`src/design/srtf_pkg.sv`:
```
`default_nettype none
package srtf_pkg;

	localparam int ARR_W   = 16;
	localparam int BURST_W = 12;
	localparam int RES_W   = 17;
	localparam int SUM_W   = 21;
	localparam int JOBN_W  = 5;

	// one job as read back from the job store
	typedef struct packed {
		logic [ARR_W-1:0]   arr;
		logic [BURST_W-1:0] burst;
		logic [BURST_W-1:0] rem;
	} job_rd_t;

	// outcome of one scan over the job table
	typedef struct packed {
		logic               has_pick;
		logic               has_next;
		logic [BURST_W-1:0] best_rem;
		logic [ARR_W-1:0]   best_arr;
		logic [BURST_W-1:0] best_burst;
		logic [ARR_W-1:0]   next_arr;
	} scan_res_t;

endpackage
`default_nettype wire

```
`src/design/srtf_if.sv`:
```
`default_nettype none
interface srtf_job_if;
	import srtf_pkg::*;

	logic               valid;
	logic               ready;
	logic [ARR_W-1:0]   arrival;
	logic [BURST_W-1:0] burst_length;
	logic               last_job;

	modport source (output valid, arrival, burst_length, last_job, input ready);
	modport sink (input valid, arrival, burst_length, last_job, output ready);
endinterface

interface srtf_res_if;
	import srtf_pkg::*;

	logic              valid;
	logic              ready;
	logic [JOBN_W-1:0] job_number;
	logic [RES_W-1:0]  finish_time;
	logic [RES_W-1:0]  turnaround;
	logic [RES_W-1:0]  wait_res;
	logic [SUM_W-1:0]  wait_sum;
	logic [SUM_W-1:0]  turnaround_sum;
	logic              final_result;

	modport source (output valid, job_number, finish_time, turnaround, wait_res,
		wait_sum, turnaround_sum, final_result, input ready);
	modport sink (input valid, job_number, finish_time, turnaround, wait_res,
		wait_sum, turnaround_sum, final_result, output ready);
endinterface
`default_nettype wire

```
`src/design/srtf_jobmem.sv`:
```
`default_nettype none
module srtf_jobmem #(
	parameter int DEPTH  = 16,
	parameter int IDX_W  = 4,
	parameter int TIME_W = 17
) (
	input  wire                           clk,
	input  wire                           load_we,
	input  wire  [IDX_W-1:0]              load_idx,
	input  wire  [srtf_pkg::ARR_W-1:0]    load_arr,
	input  wire  [srtf_pkg::BURST_W-1:0]  load_burst,
	input  wire                           rem_we,
	input  wire  [IDX_W-1:0]              rem_idx,
	input  wire  [srtf_pkg::BURST_W-1:0]  rem_val,
	input  wire                           fin_we,
	input  wire  [IDX_W-1:0]              fin_idx,
	input  wire  [TIME_W-1:0]             fin_val,
	input  wire  [IDX_W-1:0]              rd_idx,
	output srtf_pkg::job_rd_t             rd_job,
	output logic [TIME_W-1:0]             rd_fin
);
	import srtf_pkg::*;

	logic [ARR_W-1:0]   arr_mem   [DEPTH];
	logic [BURST_W-1:0] burst_mem [DEPTH];
	logic [BURST_W-1:0] rem_mem   [DEPTH];
	logic [TIME_W-1:0]  fin_mem   [DEPTH];

	always_ff @(posedge clk) begin
		if (load_we) begin
			arr_mem[load_idx]   <= load_arr;
			burst_mem[load_idx] <= load_burst;
		end
		if (load_we) begin
			rem_mem[load_idx] <= load_burst;
		end else if (rem_we) begin
			rem_mem[rem_idx] <= rem_val;
		end
		if (fin_we) begin
			fin_mem[fin_idx] <= fin_val;
		end
		rd_job.arr   <= arr_mem[rd_idx];
		rd_job.burst <= burst_mem[rd_idx];
		rd_job.rem   <= rem_mem[rd_idx];
		rd_fin       <= fin_mem[rd_idx];
	end
endmodule
`default_nettype wire

```
`src/design/srtf_scan.sv`:
```
`default_nettype none
module srtf_scan #(
	parameter int IDX_W  = 4,
	parameter int TIME_W = 17
) (
	input  wire                    clk,
	input  wire                    arst_n,
	input  wire                    clr,
	input  wire                    valid,
	input  wire  [IDX_W-1:0]       idx,
	input  srtf_pkg::job_rd_t      job,
	input  wire  [TIME_W-1:0]      now,
	output srtf_pkg::scan_res_t    res,
	output logic [IDX_W-1:0]       best_idx
);
	import srtf_pkg::*;

	logic               arrived;
	logic               live;
	logic               take_pick;
	logic               take_next;

	logic               has_pick_q;
	logic               has_next_q;
	logic [BURST_W-1:0] best_rem_q;
	logic [ARR_W-1:0]   best_arr_q;
	logic [BURST_W-1:0] best_burst_q;
	logic [ARR_W-1:0]   next_arr_q;

	assign arrived   = TIME_W'(job.arr) <= now;
	assign live      = job.rem != '0;
	// strict less-than keeps the lowest index on ties
	assign take_pick = valid && live && arrived && (!has_pick_q || job.rem < best_rem_q);
	assign take_next = valid && live && !arrived && (!has_next_q || job.arr < next_arr_q);

	always_ff @(posedge clk or negedge arst_n) begin
		if (!arst_n) begin
			has_pick_q <= 1'b0;
			has_next_q <= 1'b0;
		end else if (clr) begin
			has_pick_q <= 1'b0;
			has_next_q <= 1'b0;
		end else begin
			if (take_pick) has_pick_q <= 1'b1;
			if (take_next) has_next_q <= 1'b1;
		end
	end

	always_ff @(posedge clk) begin
		if (take_pick) begin
			best_rem_q   <= job.rem;
			best_arr_q   <= job.arr;
			best_burst_q <= job.burst;
			best_idx     <= idx;
		end
		if (take_next) begin
			next_arr_q <= job.arr;
		end
	end

	assign res.has_pick   = has_pick_q;
	assign res.has_next   = has_next_q;
	assign res.best_rem   = best_rem_q;
	assign res.best_arr   = best_arr_q;
	assign res.best_burst = best_burst_q;
	assign res.next_arr   = next_arr_q;
endmodule
`default_nettype wire

```
`src/design/shortest_remaining_time_scheduler.sv`:
```
`default_nettype none
// Channel | Dir | Handshake     | Payload
// jobs    | in  | valid / ready | arrival, burst_length, last_job
// results | out | valid / ready | job_number, finish_time, turnaround, wait_res,
//         |     |               | wait_sum, turnaround_sum, final_result
//
// Loading takes one cycle per job transaction. The job carrying last_job starts the run.
// Each scheduling round is one pass of the shared compare unit over the job store, one
// job per cycle through its registered read port; then S_DEC sets the service slice,
// S_RUN applies it, S_FIN and S_ACC follow when a job completes. Rounds end at an
// arrival, a completion or an idle jump, so a run is at most about 3N rounds. Each
// result passes S_ORD, S_OCALC and S_OSEND, stalling on results. jobs.ready is low
// from last_job until the final result transaction. Reset clears the job count, time,
// sums and sequencer; job storage is left as is since only loaded entries are read.
module shortest_remaining_time_scheduler #(
	parameter int MAX_PROCS = 16
) (
	input wire          clk,
	input wire          arst_n,
	srtf_job_if.sink    jobs,
	srtf_res_if.source  results
);
	import srtf_pkg::*;

	localparam int IDX_W  = (MAX_PROCS > 1) ? $clog2(MAX_PROCS) : 1;
	localparam int CNT_W  = $clog2(MAX_PROCS + 1);
	// latest possible finish: last arrival plus every burst back to back
	localparam int T_MAX  = (1 << ARR_W) + MAX_PROCS * ((1 << BURST_W) - 1);
	localparam int TIME_W = ($clog2(T_MAX + 1) > RES_W) ? $clog2(T_MAX + 1) : RES_W;

	localparam logic [3:0] S_LOAD  = 4'd0;
	localparam logic [3:0] S_SCAN  = 4'd1;
	localparam logic [3:0] S_DEC   = 4'd2;
	localparam logic [3:0] S_RUN   = 4'd3;
	localparam logic [3:0] S_FIN   = 4'd4;
	localparam logic [3:0] S_ACC   = 4'd5;
	localparam logic [3:0] S_ORD   = 4'd6;
	localparam logic [3:0] S_OCALC = 4'd7;
	localparam logic [3:0] S_OSEND = 4'd8;

	logic [3:0]         st_q;
	logic [CNT_W-1:0]   cnt_q;
	logic [CNT_W-1:0]   sc_q;
	logic               rd_v_q;
	logic [IDX_W-1:0]   rd_idx_q;
	logic [IDX_W-1:0]   oi_q;
	logic [TIME_W-1:0]  t_q;
	logic [SUM_W-1:0]   wsum_q;
	logic [SUM_W-1:0]   tsum_q;
	logic [BURST_W-1:0] delta_q;
	logic [TIME_W-1:0]  tat_q;

	logic [JOBN_W-1:0]  jobn_q;
	logic [RES_W-1:0]   fin_out_q;
	logic [RES_W-1:0]   tat_out_q;
	logic [RES_W-1:0]   wt_out_q;
	logic [SUM_W-1:0]   wsum_out_q;
	logic [SUM_W-1:0]   tsum_out_q;
	logic               final_q;

	// job store and scan unit hookup
	logic               load_we;
	logic [BURST_W-1:0] load_burst;
	logic               rem_we;
	logic [BURST_W-1:0] new_rem;
	logic               fin_we;
	logic [IDX_W-1:0]   rd_idx;
	job_rd_t            rd_job;
	logic [TIME_W-1:0]  rd_fin;
	logic               scan_clr;
	scan_res_t          sres;
	logic [IDX_W-1:0]   best_idx;

	logic [TIME_W-1:0]  gap;
	logic [IDX_W:0]     oi_next;
	logic               last_out;
	logic [TIME_W-1:0]  o_tat;
	logic [TIME_W-1:0]  o_wt;

	assign jobs.ready = (st_q == S_LOAD);
	assign load_we    = jobs.valid && jobs.ready && (cnt_q < CNT_W'(MAX_PROCS));
	// a zero burst is served as one unit
	assign load_burst = (jobs.burst_length == '0) ? BURST_W'(1) : jobs.burst_length;

	assign new_rem  = sres.best_rem - delta_q;
	assign rem_we   = (st_q == S_RUN);
	assign fin_we   = (st_q == S_FIN);
	assign rd_idx   = (st_q == S_SCAN) ? sc_q[IDX_W-1:0] : oi_q;
	assign scan_clr = (st_q == S_SCAN) && (sc_q == '0);

	// distance to the next arrival; only used when one exists
	assign gap      = TIME_W'(sres.next_arr) - t_q;

	assign oi_next  = (IDX_W+1)'(oi_q) + 1'b1;
	assign last_out = (oi_next == (IDX_W+1)'(cnt_q));
	assign o_tat    = rd_fin - TIME_W'(rd_job.arr);
	assign o_wt     = o_tat - TIME_W'(rd_job.burst);

	srtf_jobmem #(
		.DEPTH  (MAX_PROCS),
		.IDX_W  (IDX_W),
		.TIME_W (TIME_W)
	) u_mem (
		.clk        (clk),
		.load_we    (load_we),
		.load_idx   (cnt_q[IDX_W-1:0]),
		.load_arr   (jobs.arrival),
		.load_burst (load_burst),
		.rem_we     (rem_we),
		.rem_idx    (best_idx),
		.rem_val    (new_rem),
		.fin_we     (fin_we),
		.fin_idx    (best_idx),
		.fin_val    (t_q),
		.rd_idx     (rd_idx),
		.rd_job     (rd_job),
		.rd_fin     (rd_fin)
	);

	srtf_scan #(
		.IDX_W  (IDX_W),
		.TIME_W (TIME_W)
	) u_scan (
		.clk      (clk),
		.arst_n   (arst_n),
		.clr      (scan_clr),
		.valid    (rd_v_q),
		.idx      (rd_idx_q),
		.job      (rd_job),
		.now      (t_q),
		.res      (sres),
		.best_idx (best_idx)
	);

	// sequencer
	always_ff @(posedge clk or negedge arst_n) begin
		if (!arst_n) begin
			st_q   <= S_LOAD;
			cnt_q  <= '0;
			sc_q   <= '0;
			rd_v_q <= 1'b0;
			oi_q   <= '0;
			t_q    <= '0;
			wsum_q <= '0;
			tsum_q <= '0;
		end else begin
			case (st_q)
				S_LOAD: begin
					if (jobs.valid) begin
						if (load_we) cnt_q <= cnt_q + 1'b1;
						if (jobs.last_job) begin
							sc_q <= '0;
							st_q <= S_SCAN;
						end
					end
				end
				S_SCAN: begin
					// issue one read per cycle; data lands in the scan unit next cycle
					if (sc_q != cnt_q) begin
						rd_v_q <= 1'b1;
						sc_q   <= sc_q + 1'b1;
					end else begin
						rd_v_q <= 1'b0;
						if (!rd_v_q) st_q <= S_DEC;
					end
				end
				S_DEC: begin
					sc_q <= '0;
					if (sres.has_pick) begin
						st_q <= S_RUN;
					end else if (sres.has_next) begin
						// CPU idle: jump to the next arrival
						t_q  <= TIME_W'(sres.next_arr);
						st_q <= S_SCAN;
					end else begin
						oi_q <= '0;
						st_q <= S_ORD;
					end
				end
				S_RUN: begin
					t_q  <= t_q + TIME_W'(delta_q);
					st_q <= (new_rem == '0) ? S_FIN : S_SCAN;
				end
				S_FIN: begin
					st_q <= S_ACC;
				end
				S_ACC: begin
					tsum_q <= tsum_q + SUM_W'(tat_q);
					wsum_q <= wsum_q + SUM_W'(tat_q - TIME_W'(sres.best_burst));
					st_q   <= S_SCAN;
				end
				S_ORD: begin
					st_q <= S_OCALC;
				end
				S_OCALC: begin
					st_q <= S_OSEND;
				end
				S_OSEND: begin
					if (results.ready) begin
						if (final_q) begin
							cnt_q  <= '0;
							t_q    <= '0;
							wsum_q <= '0;
							tsum_q <= '0;
							st_q   <= S_LOAD;
						end else begin
							oi_q <= oi_q + 1'b1;
							st_q <= S_ORD;
						end
					end
				end
				default: begin
					st_q <= S_LOAD;
				end
			endcase
		end
	end

	// datapath registers
	always_ff @(posedge clk) begin
		rd_idx_q <= sc_q[IDX_W-1:0];
		if (st_q == S_DEC) begin
			// serve the pick until it finishes or the next arrival may preempt it
			if (sres.has_next && (gap < TIME_W'(sres.best_rem)))
				delta_q <= gap[BURST_W-1:0];
			else
				delta_q <= sres.best_rem;
		end
		if (st_q == S_FIN) begin
			tat_q <= t_q - TIME_W'(sres.best_arr);
		end
		if (st_q == S_OCALC) begin
			jobn_q     <= JOBN_W'(oi_next);
			fin_out_q  <= rd_fin[RES_W-1:0];
			tat_out_q  <= o_tat[RES_W-1:0];
			wt_out_q   <= o_wt[RES_W-1:0];
			wsum_out_q <= last_out ? wsum_q : '0;
			tsum_out_q <= last_out ? tsum_q : '0;
			final_q    <= last_out;
		end
	end

	assign results.valid          = (st_q == S_OSEND);
	assign results.job_number     = jobn_q;
	assign results.finish_time    = fin_out_q;
	assign results.turnaround     = tat_out_q;
	assign results.wait_res       = wt_out_q;
	assign results.wait_sum       = wsum_out_q;
	assign results.turnaround_sum = tsum_out_q;
	assign results.final_result   = final_q;

endmodule
`default_nettype wire
```
`src/flat_wrapper.sv`:
```
// flat-port wrapper written by rule: the top's interface ports become plain ports
module shortest_remaining_time_scheduler_flat import srtf_pkg::*;
#(
	parameter int MAX_PROCS = 16
)
  (clk, arst_n, jobs_valid, jobs_arrival, jobs_burst_length, jobs_last_job, jobs_ready, results_valid, results_job_number, results_finish_time, results_turnaround, results_wait_res, results_wait_sum, results_turnaround_sum, results_final_result, results_ready);
  srtf_job_if jobs_i ();
  srtf_res_if results_i ();
  input wire clk;
  input wire arst_n;
  input wire logic [$bits(jobs_i.valid)-1:0] jobs_valid;
  input wire logic [$bits(jobs_i.arrival)-1:0] jobs_arrival;
  input wire logic [$bits(jobs_i.burst_length)-1:0] jobs_burst_length;
  input wire logic [$bits(jobs_i.last_job)-1:0] jobs_last_job;
  output wire logic [$bits(jobs_i.ready)-1:0] jobs_ready;
  output wire logic [$bits(results_i.valid)-1:0] results_valid;
  output wire logic [$bits(results_i.job_number)-1:0] results_job_number;
  output wire logic [$bits(results_i.finish_time)-1:0] results_finish_time;
  output wire logic [$bits(results_i.turnaround)-1:0] results_turnaround;
  output wire logic [$bits(results_i.wait_res)-1:0] results_wait_res;
  output wire logic [$bits(results_i.wait_sum)-1:0] results_wait_sum;
  output wire logic [$bits(results_i.turnaround_sum)-1:0] results_turnaround_sum;
  output wire logic [$bits(results_i.final_result)-1:0] results_final_result;
  input wire logic [$bits(results_i.ready)-1:0] results_ready;
  assign jobs_i.valid = jobs_valid;
  assign jobs_i.arrival = jobs_arrival;
  assign jobs_i.burst_length = jobs_burst_length;
  assign jobs_i.last_job = jobs_last_job;
  assign jobs_ready = jobs_i.ready;
  assign results_valid = results_i.valid;
  assign results_job_number = results_i.job_number;
  assign results_finish_time = results_i.finish_time;
  assign results_turnaround = results_i.turnaround;
  assign results_wait_res = results_i.wait_res;
  assign results_wait_sum = results_i.wait_sum;
  assign results_turnaround_sum = results_i.turnaround_sum;
  assign results_final_result = results_i.final_result;
  assign results_i.ready = results_ready;
  shortest_remaining_time_scheduler #(.MAX_PROCS(MAX_PROCS)) u_core (.clk(clk), .arst_n(arst_n), .jobs(jobs_i), .results(results_i));
endmodule
```
`config.mk`:
```
export PLATFORM = sky130hd
export DESIGN_NAME = shortest_remaining_time_scheduler_flat
export DESIGN_NICKNAME = d
export VERILOG_FILES = /design/src/design/srtf_pkg.sv /design/src/design/srtf_if.sv /design/src/design/srtf_jobmem.sv /design/src/design/srtf_scan.sv /design/src/design/shortest_remaining_time_scheduler.sv /design/src/flat_wrapper.sv
export SDC_FILE = /design/constraint.sdc
export NUM_CORES = 2
export LEC_CHECK = 0
export BUFFER_PORTS_ARGS = -buffer_cell sky130_fd_sc_hd__buf_2
export CAP_MARGIN = 20
export CORE_ASPECT_RATIO = 0.9
export CORE_MARGIN = 2
export CORE_UTILIZATION = 45
export CTS_CLUSTER_DIAMETER = 80
export DETAILED_ROUTE_END_ITERATION = 12
export GPL_TIMING_DRIVEN = 1
export SLEW_MARGIN = 40
export SYNTH_ARGS = -nofsm -noshare
export SYNTH_HDL_FRONTEND = slang
export SYNTH_SLANG_ARGS = --single-unit
```
`constraint.sdc`:
```
create_clock -name clk -period 17.2 [get_ports clk]
set_input_delay 0 -clock clk [delete_from_list [all_inputs] [get_ports clk]]
set_output_delay 0 -clock clk [all_outputs]
set_load 0.005 [all_outputs]
```
==> flow_metrics.tcl <==
set metrics [dict create \
    dp_hpwl_um 80900 \
    insertion_delay_ns 0.77 \
    cp_max_fo 21 \
    cts_buffers 132 \
    synth.distinct_cells 81 \
    route.detailed.drc 0 \
    min_to "u_core.st_q[3]$_DFFE_PN0P_" \
    synth_top_cell_by_area "edfxtp_1" \
    reg2reg_depth 17 \
    cts_resized 0 \
    grt_setup_unrepaired "false" \
    grt_pass1_wl_um 196000 \
    hold_depth 3 \
    routed-via-count 30237 \
    ir_drop_mv 0.115 \
    synthArstFlopShare_pct 6.45 \
    cp.required_ns 17.71 \
    grt_pass1_vias 29877 \
    antenna_left 0 \
    hold_path.startpoint "results_ready" \
    slew_viol_final 0 \
    nNetsFinal 3853 \
    rows 120 \
    ios 134 \
    placed_area_um2 56700 \
    cts_buffer_depth 3 \
    rrSetupSlack_ns 11.70 \
    cp-start-kind "flop" \
    synth_area_leaders "edfxtp_1 (62%), mux4_2 (9.6%), ha_1 (4.5%)" \
    initial_core_util_pct 45.3 \
    ys_warn_count 0 \
    netlist_area_um2 53700 \
    setup_viol_count_final 0 \
    h-tree-depth 4 \
    finalHoldViolCount 0 \
    cts_setup_buffers 0 \
    synth_ff_type "edfxtp_1" \
    drt_wl_total_um 132000 \
    r2r-end "u_core.delta_q[1]$_DFFE_PP_" \
    viasPerCell 5.69 \
    ys_seq_area_share_pct 67.5 \
    port_buffers 133 \
    holdBufCountCts 35 \
    track_usage_pct 21.7 \
    arrival_ns 6.01 \
    synth_top_area_share_pct 61.5 \
    antenna_found_initial 4 \
    p_leak_uw 0.0221 \
    finalInstanceArea_um2 61500 \
    firstDrtPassIters 5 \
    cts.sinks 1241 \
    core-area_um2 119000 \
    drt-initial-drc-count 2982 \
    end_kind "flop" \
    netlist_instances 3397 \
    avgSynthCellArea_um2 15.8 \
    finalSetupTns_ns 0 \
    finalClockSkew_ns 0.0250 \
    power.density_nw_per_um2 197 \
    min_period_ns 5.50 \
    maxSlewHeadroom_pct 43.4 \
    root_buffer "clkbuf_16" \
    die_h_um 332 \
    r2r_start "u_core.t_q[0]$_DFFE_PN0P_" \
    drive_above_1_share_pct 19.3 \
    max_clock_freq_mhz 182 \
    cts_tree "yes" \
    synth_seq_cells 1241 \
    synth_fp_nets 3633 \
    synth_edf_count 1100 \
    fin_crit_sh_pct 32.0 \
    grt_max_degree 136 \
    wl_per_cell_um 24.8 \
    yosysMostFrequentCell "edfxtp_1" \
    die_area_um2 122000 \
    fin_hold_ws_ns 0.162 \
    fp.dieW_um 368 \
    area_delta_synth_final_pct 14.6 \
    worstMarginPinSlew_ns 0.848 \
    run_status "completed" \
    crit_type "flop to flop" \
    cts.reportedPaths.clkPinSlew_ns 0.06 \
    overflow 0 \
    max_cap_violations 0 \
    synthTopCellsByCount "edfxtp_1 (1100), nand2_1 (232), mux4_2 (228)" \
    hp-class "input port to flop" \
    place.gp.congestion 0.911 \
]
-- cell families (layout without fill, tap and decap cells) --
family	Yosys count	after routing	synth area share, %
flip-flops	1241	1241	67.5
multiplexers	251	251	10.1
AND/OR/NAND/NOR	729	729	6.59
XOR/XNOR	121	121	1.97
adder cells (fa/ha/maj)	203	203	4.86
other	0	2	0
buffers and inverters	295	623	2.14
AO/OA/AOI/OAI	557	557	6.80
-- worst max-delay path, cell delays in order, from the launching register on --
cell	delay, ns
dfrtp_1	0.78
ha_1	0.32
inv_1	0.06
fa_1	0.44
a211oi_2	0.25
o21ai_1	0.14
a31oi_2	0.32
a2bb2oi_2	0.26
inv_1	0.08
a21oi_1	0.18
ha_1	0.27
a211o_1	0.28
a211oi_1	0.19
o21ai_0	0.14
a31o_2	0.25
a2111o_1	0.37
or4_4	0.57
mux2_1	0.35
-- layout make-up --
cell class / count / area [um2]
Antenna cell: 2 / 5.00
Clock buffer: 177 / 3690
Clock inverter: 65 / 713
Fill cell: 9836 / 57100
Inverter: 158 / 593
Multi-Input combinational cell: 1861 / 16700
Sequential cell: 1241 / 36300
Tap cell: 1586 / 1980
Timing Repair Buffer: 223 / 1520
-- power by group --
part | internal (uW) | switching, uW
combinational | 2040 | 2770
sequential | 3980 | 478
clock | 1700 | 1180
-- cells in the final DEF, fill, tap and decap left out, drive strengths merged, types with 8 or more instances in the layout --
cell,count
o41ai,8
a22oi,13
buf,189
o21ai,122
and2,111
a21boi,10
or3,20
mux4,228
o21bai,8
nand2b,26
inv,167
a31oi,72
a211oi,65
nor4,15
fa,9
edfxtp,1100
dfrtp,80
dfxtp,61
and3,26
a21oi,105
o21a,28
xnor2,65
nand2,232
nor3,40
nand3,35
mux2,14
xor2,56
nor2b,31
clkbuf,177
dlygate4sd3,34
nand4,12
a21o,45
ha,194
nor2,155
mux2i,9
bufinv,12
clkinv,38
-- metrics by stage --
| step | instances | util [%] | setup slack, ns | power [uW] |
|---|---|---|---|---|
| 6_report | 5313 | 51.8 | 11.70 | 12100 |
| 5_1_grt | 5312 | 51.8 | 11.38 | 12900 |
| 3_5_place_dp | 5033 | 47.8 | 11.75 | 9310 |
| 4_1_cts | 5310 | 51.8 | 11.74 | 12200 |
| 2_1_floorplan | 3397 | - | 11.29 | 7810 |
| 3_3_place_gp | 5030 | 47.5 | 11.83 | 9210 |
-- sequential cells by signal (all words and copies together) (netlist names), 21 cells and up --
name	flops
u_core.u_mem.burst_mem	192
u_core.u_mem.arr_mem	256
u_core.results.turnaround_sum	21
u_core.wsum_q	21
u_core.u_mem.fin_mem	272
u_core.u_mem.rd_job	40
u_core.tsum_q	21
u_core.u_mem.rem_mem	192
u_core.results.wait_sum	21
-- routing by layer --
layer	GRT usage, %	part of all wire (%)	vias to the layer above
met5	0	0.026	-
met4	5.94	2.1	6
met3	3.50	6.1	191
met2	33.3	46	938
met1	32.1	46	15470
li1	-	-	13632
-- worst max path at each step --
stage,startpoint,end,slack (ns),cells after the start
3_3_place_gp,u_core.t_q[0]$_DFFE_PN0P_,u_core.delta_q[1]$_DFFE_PP_,11.83,17
5_1_grt,u_core.t_q[0]$_DFFE_PN0P_,u_core.delta_q[1]$_DFFE_PP_,11.38,17
3_5_place_dp,u_core.t_q[0]$_DFFE_PN0P_,u_core.delta_q[1]$_DFFE_PP_,11.75,17
4_1_cts,u_core.t_q[0]$_DFFE_PN0P_,u_core.delta_q[1]$_DFFE_PP_,11.74,17
6_report,u_core.t_q[0]$_DFFE_PN0P_,u_core.delta_q[1]$_DFFE_PP_,11.70,17
2_1_floorplan,u_core.t_q[1]$_DFFE_PN0P_,u_core.u_scan.best_arr_q[0]$_DFFE_PP_,11.29,11
Power figures use the tool's default switching activity.
